**config.mk**
```make
export PLATFORM = sky130hd
export DESIGN_NAME = first_fit_pool_allocator_flat
export DESIGN_NICKNAME = d
export VERILOG_FILES = /design/src/hdl/ffpa_pkg.sv /design/src/hdl/ffpa_if.sv /design/src/hdl/ffpa_ram.sv /design/src/hdl/ffpa_ctrl.sv /design/src/hdl/first_fit_pool_allocator.sv /design/src/flat_wrapper.sv
export SDC_FILE = /design/constraint.sdc
export NUM_CORES = 1
export LEC_CHECK = 0
export BUFFER_PORTS_ARGS = -buffer_cell sky130_fd_sc_hd__buf_2
export CORE_MARGIN = 2
export CORE_UTILIZATION = 40
export CTS_CLUSTER_DIAMETER = 150
export CTS_CLUSTER_SIZE = 8
export DETAILED_ROUTE_END_ITERATION = 8
export PLACE_DENSITY = 0.54
export SYNTH_ARGS = -nofsm -noshare
export SYNTH_HDL_FRONTEND = slang
export SYNTH_SLANG_ARGS = --single-unit
```
**constraint.sdc**
```tcl
create_clock -name clk -period 6.39 [get_ports clk]
set_input_delay 0.9585 -clock clk [delete_from_list [all_inputs] [get_ports clk]]
set_output_delay 0.9585 -clock clk [all_outputs]
set_load 0.005 [all_outputs]
```
**src/hdl/ffpa_pkg.sv**
```systemverilog
// shared constants and types for the first-fit pool allocator
package ffpa_pkg;
  localparam int POOL_BYTES   = 1024;
  localparam int HEADER_BYTES = 24;
  localparam int MAX_BLOCKS   = 64;
  localparam int MIN_SPLIT    = 4;

  localparam int IDX_W  = $clog2(MAX_BLOCKS);
  localparam int CNT_W  = IDX_W + 1;
  localparam int SIZE_W = 11;
  localparam int OFF_W  = 10;
  localparam int ENT_W  = SIZE_W + 1;
  localparam int SUM_W  = $clog2(POOL_BYTES) + 3;

  localparam logic OP_ALLOC = 1'b0;
  localparam logic OP_FREE  = 1'b1;

  localparam logic [1:0] ST_DONE    = 2'd0;
  localparam logic [1:0] ST_NOMEM   = 2'd1;
  localparam logic [1:0] ST_BADADDR = 2'd2;

  typedef struct packed {
    logic              valid;
    logic [1:0]        status;
    logic [OFF_W-1:0]  payload_offset;
    logic [SIZE_W-1:0] granted_size;
  } ffpa_res_t;
endpackage

```
**src/hdl/ffpa_if.sv**
```systemverilog
// valid/ready channel interfaces for requests and results
interface ffpa_in_if;
  logic                      valid;
  logic                      ready;
  logic                      op;
  logic [ffpa_pkg::SIZE_W-1:0] alloc_bytes;
  logic [ffpa_pkg::OFF_W-1:0]  addr;
  modport source (output valid, op, alloc_bytes, addr, input ready);
  modport sink (input valid, op, alloc_bytes, addr, output ready);
endinterface

interface ffpa_out_if;
  logic                      valid;
  logic                      ready;
  logic [1:0]                status;
  logic [ffpa_pkg::OFF_W-1:0]  payload_offset;
  logic [ffpa_pkg::SIZE_W-1:0] granted_size;
  modport source (output valid, status, payload_offset, granted_size, input ready);
  modport sink (input valid, status, payload_offset, granted_size, output ready);
endinterface

```
**src/hdl/ffpa_ram.sv**
```systemverilog
// generic single-write, single-read ram with registered read data
module ffpa_ram #(
  parameter int WIDTH = 8,
  parameter int DEPTH = 16
) (
  input  logic                     clk,
  input  logic                     we,
  input  logic [$clog2(DEPTH)-1:0] waddr,
  input  logic [WIDTH-1:0]         wdata,
  input  logic                     re,
  input  logic [$clog2(DEPTH)-1:0] raddr,
  output logic [WIDTH-1:0]         rdata
);
  logic [WIDTH-1:0] mem [DEPTH];

  always_ff @(posedge clk) begin
    if (we) begin
      mem[waddr] <= wdata;
    end
    if (re) begin
      rdata <= mem[raddr];
    end
  end
endmodule

```
**src/hdl/ffpa_ctrl.sv**
```systemverilog
// sequencer: block table scan, split, coalesce and table shifts
module ffpa_ctrl (
  input  logic                        clk,
  input  logic                        rst_n,
  input  logic                        in_valid,
  output logic                        in_ready,
  input  logic                        in_op,
  input  logic [ffpa_pkg::SIZE_W-1:0] in_alloc_bytes,
  input  logic [ffpa_pkg::OFF_W-1:0]  in_addr,
  output ffpa_pkg::ffpa_res_t         res,
  input  logic                        res_take,
  output logic                        mem_we,
  output logic [ffpa_pkg::IDX_W-1:0]  mem_waddr,
  output logic [ffpa_pkg::ENT_W-1:0]  mem_wdata,
  output logic                        mem_re,
  output logic [ffpa_pkg::IDX_W-1:0]  mem_raddr,
  input  logic [ffpa_pkg::ENT_W-1:0]  mem_rdata
);
  import ffpa_pkg::*;

  typedef enum logic [12:0] {
    S_INIT = 13'b0000000000001,
    S_IDLE = 13'b0000000000010,
    S_ARD  = 13'b0000000000100,
    S_ACK  = 13'b0000000001000,
    S_FRD  = 13'b0000000010000,
    S_FCK  = 13'b0000000100000,
    S_FNX  = 13'b0000001000000,
    S_FMG  = 13'b0000010000000,
    S_SHRD = 13'b0000100000000,
    S_SHWR = 13'b0001000000000,
    S_AW1  = 13'b0010000000000,
    S_AW0  = 13'b0100000000000,
    S_DONE = 13'b1000000000000
  } state_t;

  state_t             state_r, state_nxt;
  logic [CNT_W-1:0]   count_r, count_nxt;
  logic [CNT_W-1:0]   idx_r, idx_nxt;
  logic [SUM_W-1:0]   off_r, off_nxt;
  logic               op_r, op_nxt;
  logic [SUM_W-1:0]   need_r, need_nxt;
  logic [OFF_W-1:0]   addr_r, addr_nxt;
  logic [IDX_W-1:0]   t_r, t_nxt;
  logic [SIZE_W-1:0]  tsz_r, tsz_nxt;
  logic [SIZE_W-1:0]  psz_r, psz_nxt;
  logic               pfr_r, pfr_nxt;
  logic [SIZE_W-1:0]  nsz_r, nsz_nxt;
  logic               nfr_r, nfr_nxt;
  logic [IDX_W-1:0]   src_r, src_nxt;
  logic [IDX_W-1:0]   dst_r, dst_nxt;
  logic [CNT_W-1:0]   left_r, left_nxt;
  logic               up_r, up_nxt;
  ffpa_res_t          res_r, res_nxt;

  logic [SIZE_W-1:0]  rd_sz;
  logic               rd_fr;
  logic [IDX_W-1:0]   lo;
  logic [CNT_W-1:0]   rm;
  logic [SUM_W-1:0]   merged;

  assign rd_sz = mem_rdata[ENT_W-1:1];
  assign rd_fr = mem_rdata[0];
  assign in_ready = (state_r == S_IDLE);
  assign res = res_r;

  always_comb begin
    lo = pfr_r ? t_r - IDX_W'(1) : t_r;
    rm = CNT_W'(pfr_r) + CNT_W'(nfr_r);
    merged = SUM_W'(tsz_r)
           + (pfr_r ? SUM_W'(psz_r) + SUM_W'(HEADER_BYTES) : '0)
           + (nfr_r ? SUM_W'(nsz_r) + SUM_W'(HEADER_BYTES) : '0);
  end

  always_comb begin
    state_nxt = state_r;
    count_nxt = count_r;
    idx_nxt   = idx_r;
    off_nxt   = off_r;
    op_nxt    = op_r;
    need_nxt  = need_r;
    addr_nxt  = addr_r;
    t_nxt     = t_r;
    tsz_nxt   = tsz_r;
    psz_nxt   = psz_r;
    pfr_nxt   = pfr_r;
    nsz_nxt   = nsz_r;
    nfr_nxt   = nfr_r;
    src_nxt   = src_r;
    dst_nxt   = dst_r;
    left_nxt  = left_r;
    up_nxt    = up_r;
    res_nxt   = res_r;
    mem_we    = 1'b0;
    mem_waddr = '0;
    mem_wdata = '0;
    mem_re    = 1'b0;
    mem_raddr = idx_r[IDX_W-1:0];

    unique case (state_r)
      S_INIT: begin
        mem_we    = 1'b1;
        mem_waddr = '0;
        mem_wdata = {SIZE_W'(POOL_BYTES - HEADER_BYTES), 1'b1};
        count_nxt = CNT_W'(1);
        state_nxt = S_IDLE;
      end
      S_IDLE: begin
        if (in_valid) begin
          op_nxt   = in_op;
          need_nxt = (SUM_W'(in_alloc_bytes) + SUM_W'(3)) & ~SUM_W'(3);
          addr_nxt = in_addr;
          idx_nxt  = '0;
          off_nxt  = '0;
          pfr_nxt  = 1'b0;
          nfr_nxt  = 1'b0;
          res_nxt  = '0;
          if (in_op == OP_ALLOC) begin
            state_nxt = S_ARD;
          end else if (in_addr == '0) begin
            res_nxt.valid = 1'b1;
            state_nxt = S_DONE;
          end else begin
            state_nxt = S_FRD;
          end
        end
      end
      S_ARD: begin
        if (idx_r == count_r) begin
          res_nxt.valid  = 1'b1;
          res_nxt.status = ST_NOMEM;
          state_nxt = S_DONE;
        end else begin
          mem_re    = 1'b1;
          state_nxt = S_ACK;
        end
      end
      S_ACK: begin
        if (rd_fr && SUM_W'(rd_sz) >= need_r) begin
          t_nxt   = idx_r[IDX_W-1:0];
          tsz_nxt = rd_sz;
          res_nxt.status = ST_DONE;
          res_nxt.payload_offset = OFF_W'(off_r + SUM_W'(HEADER_BYTES));
          if (SUM_W'(rd_sz) >= need_r + SUM_W'(HEADER_BYTES + MIN_SPLIT)
              && count_r < CNT_W'(MAX_BLOCKS)) begin
            res_nxt.granted_size = SIZE_W'(need_r);
            left_nxt  = count_r - CNT_W'(1) - idx_r;
            src_nxt   = IDX_W'(count_r - CNT_W'(1));
            dst_nxt   = count_r[IDX_W-1:0];
            up_nxt    = 1'b1;
            state_nxt = S_SHRD;
          end else begin
            res_nxt.granted_size = rd_sz;
            state_nxt = S_AW0;
          end
        end else begin
          off_nxt   = off_r + SUM_W'(HEADER_BYTES) + SUM_W'(rd_sz);
          idx_nxt   = idx_r + CNT_W'(1);
          state_nxt = S_ARD;
        end
      end
      S_FRD: begin
        if (idx_r == count_r) begin
          res_nxt.valid  = 1'b1;
          res_nxt.status = ST_BADADDR;
          state_nxt = S_DONE;
        end else begin
          mem_re    = 1'b1;
          state_nxt = S_FCK;
        end
      end
      S_FCK: begin
        if (off_r + SUM_W'(HEADER_BYTES) == SUM_W'(addr_r)) begin
          t_nxt   = idx_r[IDX_W-1:0];
          tsz_nxt = rd_sz;
          if (idx_r + CNT_W'(1) < count_r) begin
            mem_re    = 1'b1;
            mem_raddr = IDX_W'(idx_r + CNT_W'(1));
            state_nxt = S_FNX;
          end else begin
            state_nxt = S_FMG;
          end
        end else begin
          psz_nxt   = rd_sz;
          pfr_nxt   = rd_fr;
          off_nxt   = off_r + SUM_W'(HEADER_BYTES) + SUM_W'(rd_sz);
          idx_nxt   = idx_r + CNT_W'(1);
          state_nxt = S_FRD;
        end
      end
      S_FNX: begin
        nsz_nxt   = rd_sz;
        nfr_nxt   = rd_fr;
        state_nxt = S_FMG;
      end
      S_FMG: begin
        // neighbors of a free block are never free, so one write merges the target with its free neighbors
        mem_we    = 1'b1;
        mem_waddr = lo;
        mem_wdata = {SIZE_W'(merged), 1'b1};
        res_nxt.status = ST_DONE;
        res_nxt.granted_size = SIZE_W'(merged);
        left_nxt  = count_r - CNT_W'(1) - rm - CNT_W'(lo);
        src_nxt   = IDX_W'(CNT_W'(lo) + CNT_W'(1) + rm);
        dst_nxt   = lo + IDX_W'(1);
        up_nxt    = 1'b0;
        count_nxt = count_r - rm;
        state_nxt = S_SHRD;
      end
      S_SHRD: begin
        if (left_r == '0) begin
          if (op_r == OP_ALLOC) begin
            state_nxt = S_AW1;
          end else begin
            res_nxt.valid = 1'b1;
            state_nxt = S_DONE;
          end
        end else begin
          mem_re    = 1'b1;
          mem_raddr = src_r;
          state_nxt = S_SHWR;
        end
      end
      S_SHWR: begin
        mem_we    = 1'b1;
        mem_waddr = dst_r;
        mem_wdata = mem_rdata;
        src_nxt   = up_r ? src_r - IDX_W'(1) : src_r + IDX_W'(1);
        dst_nxt   = up_r ? dst_r - IDX_W'(1) : dst_r + IDX_W'(1);
        left_nxt  = left_r - CNT_W'(1);
        state_nxt = S_SHRD;
      end
      S_AW1: begin
        // free remainder after the split
        mem_we    = 1'b1;
        mem_waddr = t_r + IDX_W'(1);
        mem_wdata = {SIZE_W'(SUM_W'(tsz_r) - need_r - SUM_W'(HEADER_BYTES)), 1'b1};
        count_nxt = count_r + CNT_W'(1);
        state_nxt = S_AW0;
      end
      S_AW0: begin
        mem_we    = 1'b1;
        mem_waddr = t_r;
        mem_wdata = {res_r.granted_size, 1'b0};
        res_nxt.valid = 1'b1;
        state_nxt = S_DONE;
      end
      S_DONE: begin
        if (res_take) begin
          res_nxt.valid = 1'b0;
          state_nxt = S_IDLE;
        end
      end
      default: state_nxt = S_IDLE;
    endcase
  end

  always_ff @(posedge clk) begin
    if (!rst_n) begin
      state_r   <= S_INIT;
      count_r   <= CNT_W'(1);
      res_r     <= '0;
    end else begin
      state_r   <= state_nxt;
      count_r   <= count_nxt;
      res_r     <= res_nxt;
    end
    idx_r   <= idx_nxt;
    off_r   <= off_nxt;
    op_r    <= op_nxt;
    need_r  <= need_nxt;
    addr_r  <= addr_nxt;
    t_r     <= t_nxt;
    tsz_r   <= tsz_nxt;
    psz_r   <= psz_nxt;
    pfr_r   <= pfr_nxt;
    nsz_r   <= nsz_nxt;
    nfr_r   <= nfr_nxt;
    src_r   <= src_nxt;
    dst_r   <= dst_nxt;
    left_r  <= left_nxt;
    up_r    <= up_nxt;
  end
endmodule

```
**src/hdl/first_fit_pool_allocator.sv**
```systemverilog
// top level: first-fit pool allocator with block table ram and result register
//
//  channel | dir | word
//  in_ch   | in  | op, alloc_bytes, addr
//  out_ch  | out | status, payload_offset, granted_size
//
// one request at a time; the scan reads and checks each block visited in turn, and
// each table shift on split or merge reads and then writes one moved entry at a time.
// after reset the init state writes the initial block, and in_ch.ready rises in the next cycle.
// a finished word waits in the output register while the next request is taken.
module first_fit_pool_allocator (
  input logic       clk,
  input logic       rst_n,
  ffpa_in_if.sink   in_ch,
  ffpa_out_if.source out_ch
);
  import ffpa_pkg::*;

  ffpa_res_t          res;
  logic               res_take;
  logic               mem_we;
  logic [IDX_W-1:0]   mem_waddr;
  logic [ENT_W-1:0]   mem_wdata;
  logic               mem_re;
  logic [IDX_W-1:0]   mem_raddr;
  logic [ENT_W-1:0]   mem_rdata;
  logic               out_valid_r;
  logic [1:0]         status_r;
  logic [OFF_W-1:0]   offset_r;
  logic [SIZE_W-1:0]  size_r;

  assign res_take = res.valid && (!out_valid_r || out_ch.ready);

  ffpa_ctrl u_ctrl (
    .clk            (clk),
    .rst_n          (rst_n),
    .in_valid       (in_ch.valid),
    .in_ready       (in_ch.ready),
    .in_op          (in_ch.op),
    .in_alloc_bytes (in_ch.alloc_bytes),
    .in_addr        (in_ch.addr),
    .res            (res),
    .res_take       (res_take),
    .mem_we         (mem_we),
    .mem_waddr      (mem_waddr),
    .mem_wdata      (mem_wdata),
    .mem_re         (mem_re),
    .mem_raddr      (mem_raddr),
    .mem_rdata      (mem_rdata)
  );

  ffpa_ram #(.WIDTH(ENT_W), .DEPTH(MAX_BLOCKS)) u_table (
    .clk   (clk),
    .we    (mem_we),
    .waddr (mem_waddr),
    .wdata (mem_wdata),
    .re    (mem_re),
    .raddr (mem_raddr),
    .rdata (mem_rdata)
  );

  always_ff @(posedge clk) begin
    if (!rst_n) begin
      out_valid_r <= 1'b0;
    end else if (res_take) begin
      out_valid_r <= 1'b1;
    end else if (out_ch.ready) begin
      out_valid_r <= 1'b0;
    end
    if (res_take) begin
      status_r <= res.status;
      offset_r <= res.payload_offset;
      size_r   <= res.granted_size;
    end
  end

  assign out_ch.valid          = out_valid_r;
  assign out_ch.status         = status_r;
  assign out_ch.payload_offset = offset_r;
  assign out_ch.granted_size   = size_r;
endmodule

```
**src/flat_wrapper.sv**
```systemverilog
// flat-port wrapper written by rule: the top's interface ports become plain ports
module first_fit_pool_allocator_flat import ffpa_pkg::*;
  (clk, rst_n, in_ch_valid, in_ch_op, in_ch_alloc_bytes, in_ch_addr, in_ch_ready, out_ch_valid, out_ch_status, out_ch_payload_offset, out_ch_granted_size, out_ch_ready);
  ffpa_in_if in_ch_i ();
  ffpa_out_if out_ch_i ();
  input logic clk;
  input logic rst_n;
  input wire logic [$bits(in_ch_i.valid)-1:0] in_ch_valid;
  input wire logic [$bits(in_ch_i.op)-1:0] in_ch_op;
  input wire logic [$bits(in_ch_i.alloc_bytes)-1:0] in_ch_alloc_bytes;
  input wire logic [$bits(in_ch_i.addr)-1:0] in_ch_addr;
  output wire logic [$bits(in_ch_i.ready)-1:0] in_ch_ready;
  output wire logic [$bits(out_ch_i.valid)-1:0] out_ch_valid;
  output wire logic [$bits(out_ch_i.status)-1:0] out_ch_status;
  output wire logic [$bits(out_ch_i.payload_offset)-1:0] out_ch_payload_offset;
  output wire logic [$bits(out_ch_i.granted_size)-1:0] out_ch_granted_size;
  input wire logic [$bits(out_ch_i.ready)-1:0] out_ch_ready;
  assign in_ch_i.valid = in_ch_valid;
  assign in_ch_i.op = in_ch_op;
  assign in_ch_i.alloc_bytes = in_ch_alloc_bytes;
  assign in_ch_i.addr = in_ch_addr;
  assign in_ch_ready = in_ch_i.ready;
  assign out_ch_valid = out_ch_i.valid;
  assign out_ch_status = out_ch_i.status;
  assign out_ch_payload_offset = out_ch_i.payload_offset;
  assign out_ch_granted_size = out_ch_i.granted_size;
  assign out_ch_i.ready = out_ch_ready;
  first_fit_pool_allocator u_core (.clk(clk), .rst_n(rst_n), .in_ch(in_ch_i), .out_ch(out_ch_i));
endmodule
```
==> impl_metrics.tcl, run 1 <==
set metrics [dict create \
    fin_nets 3713 \
    fp.dieW_um 328.9 \
    fillCellCount 9442 \
    clockRootBuffer "clkbuf_16" \
    tritoncts "built" \
    max_cap_viol_count 0 \
    grt_max_degree 97 \
    drt-vias-per-instance 5.588 \
    peakVddDrop_mv 0.2478 \
    antennaDiodeCount 0 \
    leakage_uw 0.01779 \
    period_needed_ps 5971 \
    dr.first_iter.drc_count 2747 \
    yosysWarnings 0 \
    ys_top_cells_by_count "edfxtp_1, nand2_1, nand3_1" \
    layout.cells.non_filler 4980 \
    ctsHoldBuffers 0 \
    dpl.hpwl_um 77610 \
    grt_use_total_pct 22.62 \
    layout-drive-gt1-share_pct 10.39 \
    fin_tns_setup_ps 0 \
    rows 119 \
    grt_pass1_vias 26773 \
    drtPass1Iterations 6 \
    synth_edf_count 905 \
    post_cts_resized 0 \
    startpoint_type "flop" \
    timing.final.crit_share_pct 93.44 \
    tightest_slew_ps 1326 \
    cp-end-kind "flop" \
    initial_core_util_pct 40.23 \
    drv_slew 0 \
    fin_skew_ps 46.44 \
    yosys.area.top_type_share_pct 64.35 \
    fmax_mhz 167.5 \
    p_per_area_nw_per_um2 284.9 \
    status "finished, final reports clean" \
    hold_path.class "primary input to flop" \
    synth.most_common_cell "edfxtp_1" \
    wl_per_cell_um 24.59 \
    clock_latency_ps 750 \
    die_area_um2 108200 \
    vias 27828 \
    seqCellArea_um2 28080 \
    synth_seq_cells 950 \
    drc 0 \
    multiInputGateArea_um2 12990 \
    path_max_fanout 31 \
    critPathKind "flop to flop" \
    numPortBuffers 50 \
    worst_ep_arrival_time_ps 6410 \
    synthCells 3406 \
    synthArstFlopShare_pct 0 \
    ant_nets 0 \
    clockBufferDepth 3 \
    grt_overflow 0 \
    syn_avg_cell_area_um2 12.40 \
    rsz0062_at_grt "no" \
    die_y_um 328.9 \
    max_slew_margin_pct 11.24 \
    synth-main-ff-cell "edfxtp_1" \
    cts.sinks 950 \
    routabilityCongestion 0.8600 \
    clk_pin_slew_ps 50 \
    synthesis.nets 3558 \
    h-tree-depth 4 \
    postCtsSetupBuffers 0 \
    seq_area_frac_synth_pct 66.48 \
    cp.required_ps 6830 \
    dp_cells 4814 \
    wl_um 122500 \
    pin_count 51 \
    hold_viol_final 0 \
    setup_violations 0 \
    syn-cell-area_um2 42230 \
    yosys.cell_types.count 79 \
    ys_top_cells_by_area "edfxtp_1, nand2_1, ha_1, nand3_1, dfxtp_1" \
    antenna_found_initial 0 \
    yosys.area.top_type "edfxtp_1" \
    area_growth_pct 14.68 \
    core_um2 105000 \
    grt_pass1_wl_um 180400 \
    cts_made_buffers 136 \
]
-- cells by family (layout without fill, tap and decap cells) --
kind of cell               after synthesis  count (layout)  share of synthesized area, %
muxes                                   90              90                         2.136
buffers and inverters                  299             482                         3.075
adders and majority gates              126             126                         4.070
AOI/OAI and AO/OA                      490             490                         7.960
and+or+nand+nor                       1321            1321                         13.58
xor gates and xnor gates               130             130                         2.696
DFF                                    950             950                         66.48
-- worst max-delay path, cell delays in order, from the launching register on --
cell      delay, ps
edfxtp_1        610
ha_1            220
nand3_1         110
xnor2_1         290
inv_1           100
ha_1            330
a211o_1         300
o32a_1          430
nor4_1          380
a31oi_1         260
a221o_4         640
nor2_4          620
buf_4           300
nand3_1          80
and4_1          230
a31oi_1         610
nand4_1         160
-- final timing paths --
kind,start,depth (start not counted),slack [ps],endpoint
max,u_core.u_ctrl.idx_r[0],16,420,u_core.u_table.rdata[0]
min,in_ch_addr[3],1,400,u_core.u_ctrl.addr_r[3]
max reg2reg,u_core.u_ctrl.idx_r[0],16,420,u_core.u_table.rdata[0]
min reg2reg,u_core.u_ctrl.res[21],0,410,u_core.out_ch.status[0]
-- placed cells by master, fill, tap and decap left out, types with 43 or more instances in the layout --
cell type | netlist | routed
dfxtp_1 | 45 | 45
xnor2_1 | 85 | 85
ha_1 | 107 | 107
inv_1 | 137 | 137
buf_2 | 75 | 50
mux2i_1 | 89 | 89
nand2_1 | 742 | 735
clkbuf_16 | 0 | 137
nor3_1 | 45 | 43
nor2_1 | 177 | 176
a21oi_1 | 97 | 96
buf_4 | 16 | 119
xor2_1 | 45 | 45
edfxtp_1 | 905 | 905
o21ai_0 | 78 | 78
a32oi_1 | 56 | 56
a31oi_1 | 85 | 85
nand3_1 | 210 | 210
-- metrics by stage --
| step | total power (µW) | setup slack [ps] | hold WS, ps | util [%] | instance area, µm² |
|---|---|---|---|---|---|
| finish | 13800 | 419.3 | 404.0 | 46.14 | 48430 |
| global route | 14200 | 138.4 | 384.8 | 46.14 | 48430 |
| CTS | 13930 | 486.4 | 354.6 | 46.14 | 48430 |
| detailed placement | 7394 | 501.5 | 422.0 | 42.55 | 44660 |
| global placement | 7390 | 605.6 | 416.4 | 42.55 | 44660 |
| floorplan | 7214 | 1079 | 407.9 | - | 42230 |
-- per-layer routing --
| metal | global-route usage (%) | wire, µm | up-vias |
|---|---|---|---|
| li1 | - | - | 12723 |
| met5 | 0 | 0 | - |
| met2 | 35.81 | 57100 | 1008 |
| met1 | 31.92 | 54030 | 13917 |
| met4 | 7.008 | 3045 | 0 |
| met3 | 3.794 | 8291 | 180 |
-- report_power, final --
group          switching [µW]  internal [µW]
sequential               20.9           6820
combinational             310            122
clock                    2670           3850
-- sequential cells by signal, indices dropped and copies added, names as in the netlist, 7 cells and up --
signal and flops:
u_core.u_ctrl.need_r 10, u_core.u_ctrl.state_r 13, u_core.u_ctrl.idx_r 7, u_core.u_ctrl.tsz_r 11
u_core.u_ctrl.addr_r 10, u_core.u_ctrl.res 24, u_core.out_ch.payload_offset 10, u_core.u_table.mem 768
u_core.u_ctrl.left_r 7, u_core.u_ctrl.off_r 13, u_core.u_ctrl.count_r 7, u_core.out_ch.granted_size 11
u_core.u_ctrl.nsz_r 11, u_core.u_ctrl.psz_r 11, u_core.u_table.rdata 12
-- cell type report --
type / count / share of cell area (%)
Multi-Input combinational cell: 2157 / 26.82
Inverter: 137 / 1.062
Sequential cell: 950 / 57.97
Timing Repair Buffer: 179 / 2.774
Clock buffer: 151 / 7.187
Clock inverter: 15 / 0.5967
Tap cell: 1391 / 3.593
No activity file was read; power rests on OpenSTA's default activity.
==> run 2, diff against run 1 <==
Settings changed: BUFFER_PORTS_ARGS -buffer_cell sky130_fd_sc_hd__buf_2 to not set, DONT_BUFFER_PORTS set to 1, PLACE_DENSITY 0.54 to 0.53.
==> impl_metrics.tcl, run 2 (synthesized netlist as in run 1, its figures left out) <==
set metrics [dict create \
    antenna_found_initial 0 \
    multiInputGateArea_um2 12990 \
    worst_ep_arrival_time_ps 6200 \
    max_slew_margin_pct 15.36 \
    grtUsageMet1_pct 30.98 \
    drc 0 \
    core_um2 105000 \
    area_growth_pct 14.38 \
    mostFrequentLayoutCell "edfxtp_1" \
    fin_skew_ps 51.92 \
    die_area_um2 108200 \
    busiest_layer "met2" \
    cts.sinks 950 \
    peakVddDrop_mv 0.2640 \
    dpl.hpwl_um 77490 \
    totalPowerFinal_uw 13800 \
    critPathSlowestCell "edfxtp_1" \
    slowest_delay_ps 570 \
    die_y_um 328.9 \
    setup_violations 0 \
    numPortBuffers 0 \
    grt_pass1_vias 26758 \
    period_needed_ps 5752 \
    rsz0062_at_grt "no" \
    postCtsSetupBuffers 0 \
    h-tree-depth 4 \
    seqCellArea_um2 28080 \
    pin_count 51 \
    status "finished, final reports clean" \
    startpoint_type "flop" \
    critPathKind "flop to flop" \
    grt_max_degree 80 \
    path_max_fanout 37 \
    routabilityCongestion 0.8339 \
    clockRootBuffer "clkbuf_16" \
    wl_um 120400 \
    largest_reg_flops 768 \
    drtPass1Iterations 7 \
    regMostFlops "u_core.u_table.mem" \
    drt-vias-per-instance 5.552 \
    vias 27462 \
    leakage_uw 0.01763 \
    tritoncts "built" \
    grt_use_total_pct 22.24 \
    fmax_mhz 173.9 \
    critical_path_buf_inv_count 3 \
    postLayoutCellArea_um2 48310 \
    fin_tns_setup_ps 0 \
    antennaDiodeCount 0 \
    clockBufferDepth 3 \
    clk_pin_slew_ps 50 \
    grt_overflow 0 \
    path_cells "ha_1 > nand3_1 > xnor2_1 > inv_1 > ha_1 > a211o_1 > o32a_1 > nor4_1 > a31oi_1 > a221o_4 > buf_12 > buf_4 > nand2_1 > nand3_1 > a21oi_1 > nor3_1 > a31oi_1 > nand4_1" \
    tightest_slew_ps 1254 \
    clock_latency_ps 750 \
    fp.dieW_um 328.9 \
    dr.first_iter.drc_count 2527 \
    p_per_area_nw_per_um2 285.7 \
    fin_nets 3673 \
    layout-drive-gt1-share_pct 9.367 \
    cp.required_ps 6830 \
    place_area_um2 44520 \
    initial_core_util_pct 40.23 \
    fillCellCount 9517 \
    cpLargestDelayFamily "compound AO/OA/AOI/OAI gates" \
    hold_path.class "primary input to flop" \
    most-common-layout-cells "edfxtp_1, nand2_1, nand3_1" \
    grtUsageMet3_pct 3.288 \
    wl_per_cell_um 24.34 \
    max_cap_viol_count 0 \
    hold_viol_final 0 \
    timing.final.crit_share_pct 90.01 \
    grt_pass1_wl_um 178300 \
    cts_made_buffers 136 \
    post_cts_resized 0 \
    cp-end-kind "flop" \
    ctsHoldBuffers 0 \
    use_met2_pct 36.62 \
    drv_slew 0 \
    holdWs_ps 304.3 \
    ant_nets 0 \
    rows 119 \
]
run 2: changes by cell type in the layout (fill, tap and decap cells not counted), sizes merged:
cell,delta
buf,-40
clkbuf,+6
run 2: final timing paths:
| kind | from | end | slack [ps] | cells after the start |
|---|---|---|---|---|
| max | u_core.u_ctrl.idx_r[0] | u_core.u_table.rdata[8] | 640 | 18 |
| min | rst_n | u_core.u_ctrl.count_r[0] | 300 | 1 |
| max reg2reg | u_core.u_ctrl.idx_r[0] | u_core.u_table.rdata[8] | 640 | 18 |
| min reg2reg | u_core.u_ctrl.res[15] | u_core.out_ch.payload_offset[4] | 430 | 0 |
run 2: area by class of cell:
| type | count | share of cell area, % |
|---|---|---|
| clock buffers | 157 | 7.252 |
| clock inverters | 15 | 0.5931 |
| inverters | 137 | 1.064 |
| multi-input cells | 2157 | 26.90 |
| flip-flops and latches | 950 | 58.12 |
| well taps | 1391 | 3.603 |
| repair buffers | 139 | 2.471 |
run 2: report_power, final:
part,switching (µW),internal [µW],total (µW),leakage (µW)
registers,22.4,6820,6850,0.00936
logic,299,120,419,0.00643
clock network,2670,3870,6540,0.00183
run 2: per-layer routing:
| metal | vias to the layer above | share of wire, % |
|---|---|---|
| li1 | 12658 | - |
| met1 | 13809 | 45 |
| met2 | 837 | 48 |
| met3 | 158 | 5.5 |
| met4 | 0 | 1.7 |
| met5 | - | 0 |
run 2: through the flow:
stage | util, % | instances | worst slack, ps
floorplan | - | 3406 | 1079
global placement | 42.41 | 4774 | 816.3
detailed placement | 42.41 | 4774 | 697.5
CTS | 46.02 | 4946 | 690.6
global route | 46.02 | 4946 | 391.1
finish | 46.02 | 4946 | 638.3
run 2: worst register-to-register path, cell delays in order, from the launching register on:
cell,delay [ps]
edfxtp_1,570
ha_1,210
nand3_1,110
xnor2_1,300
inv_1,80
ha_1,320
a211o_1,300
o32a_1,450
nor4_1,500
a31oi_1,290
a221o_4,570
buf_12,270
buf_4,230
nand2_1,70
nand3_1,90
a21oi_1,300
nor3_1,120
a31oi_1,530
nand4_1,160
